[config.mk]
export PLATFORM = sky130hd
export DESIGN_NAME = image_plane_layout_calculator
export DESIGN_NICKNAME = d
export VERILOG_FILES = /design/src/rtl/core/iplc_pkg.sv /design/src/rtl/core/image_plane_layout_calculator.sv /design/src/rtl/core/iplc_rem_unit.sv
export SDC_FILE = /design/constraint.sdc
export NUM_CORES = 1
export LEC_CHECK = 0
export ABC_AREA = 1
export BUFFER_PORTS_ARGS = -buffer_cell sky130_fd_sc_hd__buf_4
export CORE_ASPECT_RATIO = 0.6
export CORE_MARGIN = 5
export CORE_UTILIZATION = 40
export DETAILED_ROUTE_END_ITERATION = 10
export SETUP_SLACK_MARGIN = 0.3
export SYNTH_ARGS = -nofsm -noshare
export SYNTH_HDL_FRONTEND = slang
export SYNTH_SLANG_ARGS = --single-unit
[constraint.sdc]
create_clock -name aclk -period 8.05 [get_ports aclk]
set_input_delay 1.61 -clock aclk [delete_from_list [all_inputs] [get_ports aclk]]
set_output_delay 1.61 -clock aclk [all_outputs]
set_load 0.02 [all_outputs]
[src/rtl/core/iplc_pkg.sv]
// Shared types, widths, format codes and the format table of the plane layout calculator.
package iplc_pkg;

    localparam int MAX_PLANES_DEF = 3;

    localparam int FMT_W     = 32;
    localparam int DIM_W     = 14;
    localparam int ALIGN_W   = 13;
    localparam int BPL_W     = 16;
    localparam int STRIDE_W  = 17;
    localparam int OFFSET_W  = 30;
    localparam int PLANE_W   = 2;
    localparam int COUNT_W   = 2;
    localparam int BITS_W    = 6;

    localparam int IN_TDATA_W  = 64;
    localparam int OUT_TDATA_W = 88;

    // Four-character codes; the first character sits in the lowest byte, so the
    // string literals below are written back to front.
    localparam logic [FMT_W-1:0] FCC_UYVY = "YVYU";
    localparam logic [FMT_W-1:0] FCC_VYUY = "YUYV";
    localparam logic [FMT_W-1:0] FCC_YUYV = "VYUY";
    localparam logic [FMT_W-1:0] FCC_YVYU = "UYVY";
    localparam logic [FMT_W-1:0] FCC_NV16 = "61VN";
    localparam logic [FMT_W-1:0] FCC_NV61 = "16VN";
    localparam logic [FMT_W-1:0] FCC_422P = "P224";
    localparam logic [FMT_W-1:0] FCC_NV12 = "21VN";
    localparam logic [FMT_W-1:0] FCC_NM12 = "21MN";
    localparam logic [FMT_W-1:0] FCC_NV21 = "12VN";
    localparam logic [FMT_W-1:0] FCC_NM21 = "12MN";
    localparam logic [FMT_W-1:0] FCC_YM12 = "21MY";
    localparam logic [FMT_W-1:0] FCC_RGB4 = "4BGR";
    localparam logic [FMT_W-1:0] FCC_BGR4 = "4RGB";
    localparam logic [FMT_W-1:0] FCC_RGBP = "PBGR";

    typedef struct packed {
        logic                       known;
        logic [COUNT_W-1:0]         phys;
        logic [COUNT_W-1:0]         comps;
        logic [2:0][BITS_W-1:0]     bits;
        logic [2:0]                 div2;
    } fmt_t;

    function automatic fmt_t make_fmt(input logic [COUNT_W-1:0] phys,
                                      input logic [COUNT_W-1:0] comps,
                                      input logic [BITS_W-1:0]  b0,
                                      input logic [BITS_W-1:0]  b1,
                                      input logic [BITS_W-1:0]  b2,
                                      input logic [2:0]         div2);
        fmt_t f;
        f.known = 1'b1;
        f.phys  = phys;
        f.comps = comps;
        f.bits  = {b2, b1, b0};
        f.div2  = div2;
        return f;
    endfunction

    function automatic fmt_t lookup_fmt(input logic [FMT_W-1:0] code);
        fmt_t f;
        f = '0;
        case (code)
            FCC_UYVY, FCC_VYUY, FCC_YUYV, FCC_YVYU, FCC_RGBP: begin
                f = make_fmt(2'd1, 2'd1, 6'd16, 6'd0, 6'd0, 3'b000);
            end
            FCC_NV16, FCC_NV61: begin
                f = make_fmt(2'd1, 2'd2, 6'd8, 6'd8, 6'd0, 3'b000);
            end
            FCC_422P: begin
                f = make_fmt(2'd1, 2'd3, 6'd8, 6'd4, 6'd4, 3'b000);
            end
            FCC_NV12, FCC_NV21: begin
                f = make_fmt(2'd1, 2'd2, 6'd8, 6'd4, 6'd0, 3'b010);
            end
            FCC_NM12, FCC_NM21: begin
                f = make_fmt(2'd2, 2'd2, 6'd8, 6'd4, 6'd0, 3'b010);
            end
            FCC_YM12: begin
                f = make_fmt(2'd3, 2'd3, 6'd8, 6'd2, 6'd2, 3'b110);
            end
            FCC_RGB4, FCC_BGR4: begin
                f = make_fmt(2'd1, 2'd1, 6'd32, 6'd0, 6'd0, 3'b000);
            end
            default: begin
                f = '0;
            end
        endcase
        return f;
    endfunction

endpackage

[src/rtl/core/image_plane_layout_calculator.sv]
// Top level of the image plane layout calculator: sequencer, plane arithmetic and output register.
//
// Usage: a request on the s_ channel carries a fourcc code, an image width and
// an image height. The block looks the code up in its table of fifteen YUV and
// RGB formats and returns one result on the m_ channel per component plane
// (at most MAX_PLANES), each with byte offset, bytes per line, stride and line
// count. m_tlast marks the final result of a request. An unknown code returns a
// single result with m_tuser set and all other fields zero.
// The cfg channel writes the stride alignment in bytes (zero acts as one); it
// is always ready. The user must write it only while no request is in flight;
// the block itself does not enforce this. Throughput: one request at a time;
// s_tready is high only while idle. Each plane passes through the start,
// divide, multiply and emit states; while dividing, the shared bit-serial
// remainder unit finds the remainder by which the line length is rounded up
// to the alignment.
// Reset (aresetn low, synchronous) empties the output register, returns the
// sequencer to idle and sets the alignment back to one. When the receiver
// stalls, the current result holds on m_tdata and the next plane waits for
// the output register to drain.
module image_plane_layout_calculator #(
    parameter int MAX_PLANES = iplc_pkg::MAX_PLANES_DEF
) (
    input  logic                              aclk,
    input  logic                              aresetn,

    input  logic                              s_tvalid,
    output logic                              s_tready,
    // pixel_format[31:0], image_width[45:32], image_height[59:46], zero fill
    input  logic [iplc_pkg::IN_TDATA_W-1:0]   s_tdata,

    output logic                              m_tvalid,
    input  logic                              m_tready,
    // plane_index[1:0], byte_offset[31:2], bytes_per_line[47:32],
    // line_stride[64:48], line_count[78:65], physical_planes[80:79],
    // component_planes[82:81], zero fill
    output logic [iplc_pkg::OUT_TDATA_W-1:0]  m_tdata,
    // unknown_format[0]
    output logic [0:0]                        m_tuser,
    output logic                              m_tlast,

    input  logic                              cfg_valid,
    output logic                              cfg_ready,
    input  logic [iplc_pkg::ALIGN_W-1:0]      cfg_data
);
    import iplc_pkg::*;

    typedef enum logic [5:0] {
        S_IDLE  = 6'b000001,
        S_START = 6'b000010,
        S_DIV   = 6'b000100,
        S_MUL   = 6'b001000,
        S_EMIT  = 6'b010000,
        S_ERR   = 6'b100000
    } state_t;

    localparam logic [2:0] PLANE_CAP = 3'(MAX_PLANES);
    localparam int PROD_W = STRIDE_W + DIM_W;

    state_t                 state_reg, state_next;
    logic [ALIGN_W-1:0]     align_reg;
    fmt_t                   fmt_reg, fmt_next;
    logic [DIM_W-1:0]       width_reg, width_next;
    logic [DIM_W-1:0]       height_reg, height_next;
    logic [PLANE_W-1:0]     plane_reg, plane_next;
    logic [BPL_W-1:0]       bpl_reg, bpl_next;
    logic [DIM_W-1:0]       lines_reg, lines_next;
    logic [STRIDE_W-1:0]    stride_reg, stride_next;
    logic [PROD_W-1:0]      prod_reg, prod_next;
    logic [OFFSET_W-1:0]    offset_reg, offset_next;

    logic                   m_tvalid_reg, m_tvalid_next;
    logic [OUT_TDATA_W-1:0] m_tdata_reg, m_tdata_next;
    logic                   m_tlast_reg, m_tlast_next;
    logic                   m_tuser_reg, m_tuser_next;

    logic [ALIGN_W-1:0]     align_eff;
    logic [BITS_W-1:0]      cur_bits;
    logic                   cur_div2;
    logic [19:0]            width_bits;
    logic [16:0]            bytes_raw;
    logic [BPL_W-1:0]       bpl_calc;
    logic                   rem_done;
    logic [ALIGN_W-1:0]     rem_val;
    logic [2:0]             plane_count;
    logic                   last_plane;
    logic                   out_free;
    logic                   in_take;

    assign cfg_ready = 1'b1;

    always_ff @(posedge aclk) begin
        if (!aresetn) begin
            align_reg <= ALIGN_W'(1);
        end else if (cfg_valid) begin
            align_reg <= cfg_data;
        end
    end

    assign align_eff = (align_reg == '0) ? ALIGN_W'(1) : align_reg;

    // Line length of the current plane: bits are rounded up to whole bytes,
    // then doubled for planes that are vertically subsampled by two.
    assign cur_bits   = fmt_reg.bits[plane_reg];
    assign cur_div2   = fmt_reg.div2[plane_reg];
    assign width_bits = 20'(width_reg) * 20'(cur_bits);
    assign bytes_raw  = 17'((width_bits + 20'd7) >> 3);
    assign bpl_calc   = cur_div2 ? BPL_W'({bytes_raw, 1'b0}) : BPL_W'(bytes_raw);

    iplc_rem_unit u_rem (
        .aclk      (aclk),
        .aresetn   (aresetn),
        .start     (state_reg == S_START),
        .dividend  (bpl_calc),
        .divisor   (align_eff),
        .done      (rem_done),
        .remainder (rem_val)
    );

    // Results per request are capped at MAX_PLANES.
    assign plane_count = (3'(fmt_reg.comps) < PLANE_CAP) ? 3'(fmt_reg.comps) : PLANE_CAP;
    assign last_plane  = ((3'(plane_reg) + 3'd1) == plane_count);
    assign out_free    = !m_tvalid_reg || m_tready;
    assign in_take     = s_tvalid && (state_reg == S_IDLE);

    always_comb begin
        state_next    = state_reg;
        fmt_next      = fmt_reg;
        width_next    = width_reg;
        height_next   = height_reg;
        plane_next    = plane_reg;
        bpl_next      = bpl_reg;
        lines_next    = lines_reg;
        stride_next   = stride_reg;
        prod_next     = prod_reg;
        offset_next   = offset_reg;
        m_tvalid_next = m_tvalid_reg && !m_tready;
        m_tdata_next  = m_tdata_reg;
        m_tlast_next  = m_tlast_reg;
        m_tuser_next  = m_tuser_reg;

        case (state_reg)
            S_IDLE: begin
                if (in_take) begin
                    fmt_next    = lookup_fmt(s_tdata[FMT_W-1:0]);
                    width_next  = s_tdata[FMT_W +: DIM_W];
                    height_next = s_tdata[FMT_W+DIM_W +: DIM_W];
                    plane_next  = '0;
                    offset_next = '0;
                    state_next  = fmt_next.known ? S_START : S_ERR;
                end
            end
            S_START: begin
                bpl_next   = bpl_calc;
                lines_next = cur_div2 ? (height_reg >> 1) : height_reg;
                state_next = S_DIV;
            end
            S_DIV: begin
                if (rem_done) begin
                    if (rem_val == '0) begin
                        stride_next = STRIDE_W'(bpl_reg);
                    end else begin
                        stride_next = STRIDE_W'(bpl_reg) + STRIDE_W'(align_eff)
                                    - STRIDE_W'(rem_val);
                    end
                    state_next = S_MUL;
                end
            end
            S_MUL: begin
                prod_next  = PROD_W'(stride_reg) * PROD_W'(lines_reg);
                state_next = S_EMIT;
            end
            S_EMIT: begin
                if (out_free) begin
                    m_tvalid_next = 1'b1;
                    m_tdata_next  = {5'd0, fmt_reg.comps, fmt_reg.phys, lines_reg,
                                     stride_reg, bpl_reg, offset_reg, plane_reg};
                    m_tlast_next  = last_plane;
                    m_tuser_next  = 1'b0;
                    // Separate component planes share one allocation only when
                    // the plane counts differ; then they are laid end to end.
                    if (fmt_reg.comps != fmt_reg.phys) begin
                        offset_next = offset_reg + prod_reg[OFFSET_W-1:0];
                    end
                    if (last_plane) begin
                        state_next = S_IDLE;
                    end else begin
                        plane_next = plane_reg + PLANE_W'(1);
                        state_next = S_START;
                    end
                end
            end
            S_ERR: begin
                if (out_free) begin
                    m_tvalid_next = 1'b1;
                    m_tdata_next  = '0;
                    m_tlast_next  = 1'b1;
                    m_tuser_next  = 1'b1;
                    state_next    = S_IDLE;
                end
            end
            default: begin
                state_next = S_IDLE;
            end
        endcase
    end

    always_ff @(posedge aclk) begin
        if (!aresetn) begin
            state_reg    <= S_IDLE;
            m_tvalid_reg <= 1'b0;
        end else begin
            state_reg    <= state_next;
            m_tvalid_reg <= m_tvalid_next;
        end
    end

    always_ff @(posedge aclk) begin
        fmt_reg     <= fmt_next;
        width_reg   <= width_next;
        height_reg  <= height_next;
        plane_reg   <= plane_next;
        bpl_reg     <= bpl_next;
        lines_reg   <= lines_next;
        stride_reg  <= stride_next;
        prod_reg    <= prod_next;
        offset_reg  <= offset_next;
        m_tdata_reg <= m_tdata_next;
        m_tlast_reg <= m_tlast_next;
        m_tuser_reg <= m_tuser_next;
    end

    assign s_tready   = (state_reg == S_IDLE);
    assign m_tvalid   = m_tvalid_reg;
    assign m_tdata    = m_tdata_reg;
    assign m_tlast    = m_tlast_reg;
    assign m_tuser[0] = m_tuser_reg;

endmodule

[src/rtl/core/iplc_rem_unit.sv]
// Iterative restoring remainder unit: one dividend bit per cycle.
module iplc_rem_unit (
    input  logic                          aclk,
    input  logic                          aresetn,
    input  logic                          start,
    input  logic [iplc_pkg::BPL_W-1:0]    dividend,
    input  logic [iplc_pkg::ALIGN_W-1:0]  divisor,
    output logic                          done,
    output logic [iplc_pkg::ALIGN_W-1:0]  remainder
);
    import iplc_pkg::*;

    localparam int CNT_W = $clog2(BPL_W + 1);

    logic [BPL_W-1:0]   dvd_reg, dvd_next;
    logic [ALIGN_W:0]   rem_reg, rem_next;
    logic [ALIGN_W-1:0] dvs_reg, dvs_next;
    logic [CNT_W-1:0]   cnt_reg, cnt_next;
    logic               busy_reg, busy_next;
    logic               done_reg, done_next;
    logic [ALIGN_W:0]   trial;

    // The partial remainder stays below the divisor, so one shifted bit fits.
    assign trial = {rem_reg[ALIGN_W-1:0], dvd_reg[BPL_W-1]};

    always_comb begin
        dvd_next  = dvd_reg;
        rem_next  = rem_reg;
        dvs_next  = dvs_reg;
        cnt_next  = cnt_reg;
        busy_next = busy_reg;
        done_next = 1'b0;
        if (start) begin
            dvd_next  = dividend;
            rem_next  = '0;
            dvs_next  = divisor;
            cnt_next  = CNT_W'(BPL_W);
            busy_next = 1'b1;
        end else if (busy_reg) begin
            dvd_next = {dvd_reg[BPL_W-2:0], 1'b0};
            if (trial >= {1'b0, dvs_reg}) begin
                rem_next = trial - {1'b0, dvs_reg};
            end else begin
                rem_next = trial;
            end
            cnt_next = cnt_reg - CNT_W'(1);
            if (cnt_reg == CNT_W'(1)) begin
                busy_next = 1'b0;
                done_next = 1'b1;
            end
        end
    end

    always_ff @(posedge aclk) begin
        if (!aresetn) begin
            busy_reg <= 1'b0;
            done_reg <= 1'b0;
            cnt_reg  <= '0;
        end else begin
            busy_reg <= busy_next;
            done_reg <= done_next;
            cnt_reg  <= cnt_next;
        end
    end

    always_ff @(posedge aclk) begin
        dvd_reg <= dvd_next;
        rem_reg <= rem_next;
        dvs_reg <= dvs_next;
    end

    assign done      = done_reg;
    assign remainder = rem_reg[ALIGN_W-1:0];

endmodule
### After elaboration in Yosys (flattened, before gate mapping)

Cells that the tools add are included.

* register bits after elaboration: 321
* logic and storage cells: 144
* output and inout bits: 93
* input bits: 82

* $lt $le $gt $ge: 3
* $add $sub $neg: 8
* bitwise logic cells: 2
* equal/unequal tests: 30
* multiply operators: 2
* reductions and logical operators: 24
* muxes and demuxes: 46

Operator list (number)
* 32-bit by 30-bit equality test with 1-bit output, second input constant: 9
* 32-bit by 31-bit equality test with 1-bit output, second input constant: 6
* 26-bit one-hot mux with 7 select lines: 1
* 88-bit 2-to-1 mux: 2
* 88-bit one-hot mux with 2 select lines: 1
* 30-bit 2-to-1 mux: 3
* 16-bit 2-to-1 mux: 4
* 30-bit one-hot mux with 2 select lines: 1
* 26-bit 2-to-1 mux: 2
* 13-bit 2-to-1 mux: 3
* 6-bit 2-to-1 mux: 6
* 6-bit one-hot mux with 6 select lines: 1
* 30-bit adder: 1
* 17-bit by 14-bit multiplier with 30-bit output: 1
* 13-bit logical NOT: 2
* 19-bit by 3-bit adder with 19-bit output, second input constant: 1
* 14-bit by 6-bit multiplier with 19-bit output: 1
* 16-bit by 13-bit adder with 17-bit output: 1
* 17-bit by 13-bit subtractor with 17-bit output: 1
* 14-bit by 13-bit greater-or-equal comparator with 1-bit output: 1
* 13-bit subtractor: 1
* 6-bit binary-select mux with 2-bit select: 1
* 4-bit AND reduction: 3
* 2-bit OR reduction: 6
* 31 further kinds: 56

### Logic depth before layout (Yosys ltp)

* depth in word-level cells: 8
* depth in mapped cells: 26
* mapped depth without buffers: 24

### Cells and area by module

Synthesis repeated with hierarchy kept, for this count alone.

* cell total of the unflattened synthesis: 3222
* area, all modules: 26658.1 µm²

Modules (own cells, without submodules)
* image_plane_layout_calculator: seq. area each 7397.1 µm², cells an instance 2835, instances 1, area an instance 23722.8 µm²
* iplc_rem_unit: seq. area each 1271.2 µm², cells an instance 387, instances 1, area an instance 2935.3 µm²

### Worst setup path before layout

OpenSTA, ideal clock, no wires.

* kind: in2reg
* start point: in m_tready
* end point: reg m_tdata_reg[0] (netlist: m_tdata[0]) (enable)
* arrival: 5.786 ns
* setup time: 0.557 ns
* cell stages on the path: 2
* slack: 1.708 ns
* data required time: 7.493 ns
* path buffers: 0
* cells stage by stage: nor2_1 a21oi_1

* cells in the longest elaborated chain, start to end: 3
* elaborated cells between the ends (all ways): 4
* those cells by class: eq/ne: 2; reduce/logical: 2

RTL lines
* start: declaration: RTL line image_plane_layout_calculator.sv:32 `input logic m_tready,`
* 1-bit logical OR *: RTL line image_plane_layout_calculator.sv:122 `assign out_free = !m_tvalid_reg || m_tready;`
* 2-bit inequality test (no source line)
* 3-bit AND reduction (no source line) *
* end signal: assignment: RTL line image_plane_layout_calculator.sv:227 `m_tdata_reg <= m_tdata_next;`
* end: declaration: RTL line image_plane_layout_calculator.sv:72 `logic [OUT_TDATA_W-1:0] m_tdata_reg, m_tdata_next;`

Every way passes the cells marked *; elsewhere a longest branch is shown, timed or not.
A chain may end at the register's enable or synchronous reset.

### Final worst setup path

* start point: reg lines_reg[5]
* end point: reg prod_reg[29], data pin

* cells in the longest elaborated chain, start to end: 1

RTL lines
* start: declaration: RTL line image_plane_layout_calculator.sv:66 `logic [DIM_W-1:0] lines_reg, lines_next;`
* start signal: assignment: RTL line image_plane_layout_calculator.sv:223 `lines_reg <= lines_next;`
* 17-bit by 14-bit multiplier with 30-bit output: RTL line image_plane_layout_calculator.sv:169 `prod_next = PROD_W'(stride_reg) * PROD_W'(lines_reg);`
* end signal: assignment: RTL line image_plane_layout_calculator.sv:225 `prod_reg <= prod_next;`
* end: declaration: RTL line image_plane_layout_calculator.sv:68 `logic [PROD_W-1:0] prod_reg, prod_next;`

Every way passes these cells.

==> flow_summary_export.csv <==
group,metric,value,unit
clock_tree,cts_max_path_buffers,3,
clock_tree,clkLatencyLatePin,590,ps
logic_synthesis,ys_seq_area_share,32.9,%
clock_tree,cts_tree,"done",
routing,vias,20700,
critical_path,critPathLaunchType,"register",
floorplanning,rows,72,
timing,rsz0062_at_grt,"false",
routing,dr.pass1.iters,8,
logic_synthesis,synth_warnings,0,
timing,holdWs,430,ps
finish,area_growth,12.0,%
timing,fmax,160,MHz
placement,place_area,28400,um2
placement,gp_congestion,0.933,
global_routing,grt.overflow.total,0,
power_and_ir_drop,power_density,150,nW/um2
logic_synthesis,ys_ff_latch,302,
floorplanning,core-area,64800,um2
power_and_ir_drop,combPwrFrac,22.1,%
logic_synthesis,syn_inst,3184,
power_and_ir_drop,p_int,3050,uW
logic_synthesis,yosysTopAreaCellShare,29.9,%
min_path,min-delay-path-class,"reg -> reg",
global_routing,grt_pass1_wl,113,mm
routing,routed_wl,70.2,mm
floorplanning,die_h,209,um
power_and_ir_drop,peakVddDrop,142,uV
clock_tree,clk_pin_slew,70,ps
critical_path,required,8370,ps
logic_synthesis,ys_top_cells_by_count,"722 x nand2_1, 693 x inv_1, 355 x nor2_1",
clock_tree,htreeDepth,1,
floorplanning,initial_core_util,40.6,%
floorplanning,fp.dieW,341,um
power_and_ir_drop,swShare,30.8,%
placement,dpl.hpwl,55.9,mm
run_status,status,"completed",
routing,ant_nets,0,
logic_synthesis,yosysUniqueCellTypes,54,
finish,final_area,29500,um2
placement,io_buffers,164,
clock_tree,cts_buffers,31,
logic_synthesis,avgSynthCellArea,8.26,um2
timing,worstMarginPinSlew,1170,ps
clock_tree,numClockSinks,302,
clock_tree,cts.repair.resized,0,
timing,fin_crit_sh,77.8,%
power_and_ir_drop,power.switching,1360,uW
critical_path,end_kind,"register",
logic_synthesis,netlist_top_cells_area,"edfxtp_1 30%, fa_1 17%, nand2_1 10%, inv_1 9.9%, ha_1 9.7%",
global_routing,grt_pass1_vias,19962,
finish,fin_nets,3821,
clock_tree,hold_buffers,0,
timing,setup_viol,0,
global_routing,grt_max_degree,66,
finish,n_antenna_cell,0,
timing,min_period,6270,ps
routing,drc,0,
global_routing,antenna_found_initial,0,
routing,vias_per_cell,4.95,
logic_synthesis,yosysTopAreaCell,"edfxtp_1",
logic_synthesis,ys.flop_type,"edfxtp_1",
critical_path,path_class,"reg -> reg",
finish,utilization,45.5,%
floorplanning,die_area,71200,um2
critical_path,worst-path-max-fanout,18,
clock_tree,post_cts_buffers,0,
routing,wire_per_inst,16.8,um
timing,fin_skew,15.3,ps
power_and_ir_drop,total_leakage_power,0.0148,uW
timing,slew_headroom,21.7,%
logic_synthesis,synth_edf_count,262,
critical_path,crit_arrival,6590,ps
job,drv_cap,0,
logic_synthesis,synthArstFlopShare,0,%
finish,largest_register_ffs,83,
floorplanning,io_pins,175,
timing,tns,0,ps
power_and_ir_drop,clock_power_share,35.5,%
global_routing,grt_usage,19.8,%
power_and_ir_drop,p_seq_share,42.3,%
finish,drive_gt1_share,8.19,%
routing,dr.first_iter.drc_count,1790,
clock_tree,cts_root_buffer,"clkbuf_16",
logic_synthesis,syn_area,26300,um2
timing,drv_slew,0,
timing,hold_viol_final,0,
logic_synthesis,yosysMostFrequentCell,"nand2_1",
through the flow:
| stage | total power, uW | std cells | setup WS, ps |
|---|---|---|---|
| after floorplan | 2590 | 3188 | 1710 |
| after global placement | 2870 | 4126 | 1940 |
| after detailed placement | 2880 | 4126 | 1860 |
| after CTS | 4450 | 4184 | 1820 |
| after global routing | 4680 | 4184 | 1480 |
| final | 4410 | 4184 | 1780 |
worst paths after layout:
path / startpoint / cells after the start / to / slack (ps)
worst max-delay path: lines_reg[5]$_DFFE_PP_ / 18 / prod_reg[29]$_DFFE_PN_ / 1780
worst min-delay path: align_reg[6]$_SDFFE_PN0P_ / 0 / u_rem.dvs_reg[6]$_DFFE_PP_ / 430
worst min register to register: align_reg[6]$_SDFFE_PN0P_ / 0 / u_rem.dvs_reg[6]$_DFFE_PP_ / 430
worst max register to register: lines_reg[5]$_DFFE_PP_ / 18 / prod_reg[29]$_DFFE_PN_ / 1780
area by class of cell:
class | count | area (um2)
clock inverter | 21 | 240
tap | 851 | 1060
inverter | 697 | 2620
sequential | 302 | 8670
timing repair buffer | 184 | 1380
fill | 6402 | 35300
clock buffer | 37 | 861
multi-input combinational | 2092 | 14600
power by group through the flow:
stage                     clock, uW  sequential [uW]  combinational [uW]
final                          1570             1870                 977
after global routing           1670             1880                1140
after CTS                      1600             1870                 982
after detailed placement          0             1900                 974
after global placement            0             1900                 971
after floorplan                   0             1920                 669
cells in the final DEF (no fill, tap or decap), types with 33 or more instances in the layout:
master,count
ha_1,203
clkbuf_16,33
inv_1,693
edfxtp_1,262
buf_4,184
xor2_1,35
o21ai_0,118
nand3_1,91
a21oi_1,145
nor2_1,352
dfxtp_1,40
nand2_1,722
fa_1,228
layer usage:
layer / up-vias / part of all wire [%] / GRT usage, %
li1: 10129 / - / -
met1: 9850 / 51 / 31.6
met2: 655 / 40 / 28.2
met3: 66 / 8.1 / 3.74
met4: 0 / 1.3 / 2.63
met5: - / 0 / 0.403
worst max-delay path: stages (launching register included):
cell and delay (ps):
edfxtp_1 880, nand2_1 180, fa_1 560, inv_1 50
fa_1 500, inv_1 60, fa_1 530, inv_1 50
fa_1 450, fa_1 530, fa_1 460, ha_1 390
a21oi_1 200, a21boi_0 390, nand2_1 140, nand2_1 90
nand3_1 160, a31oi_1 280, xor2_1 120
logic make-up after synthesis:
| group | share of synthesized area (%) |
|---|---|
| AND/OR/NAND/NOR | 19.0 |
| buffers and inverters | 11.6 |
| adder cells (fa/ha/maj) | 27.0 |
| AO/OA/AOI/OAI | 7.52 |
| flip-flops | 32.9 |
| XOR/XNOR | 1.93 |
| other | 0.0285 |
| multiplexers | 0.0380 |
Power figures use the tool's default switching activity.
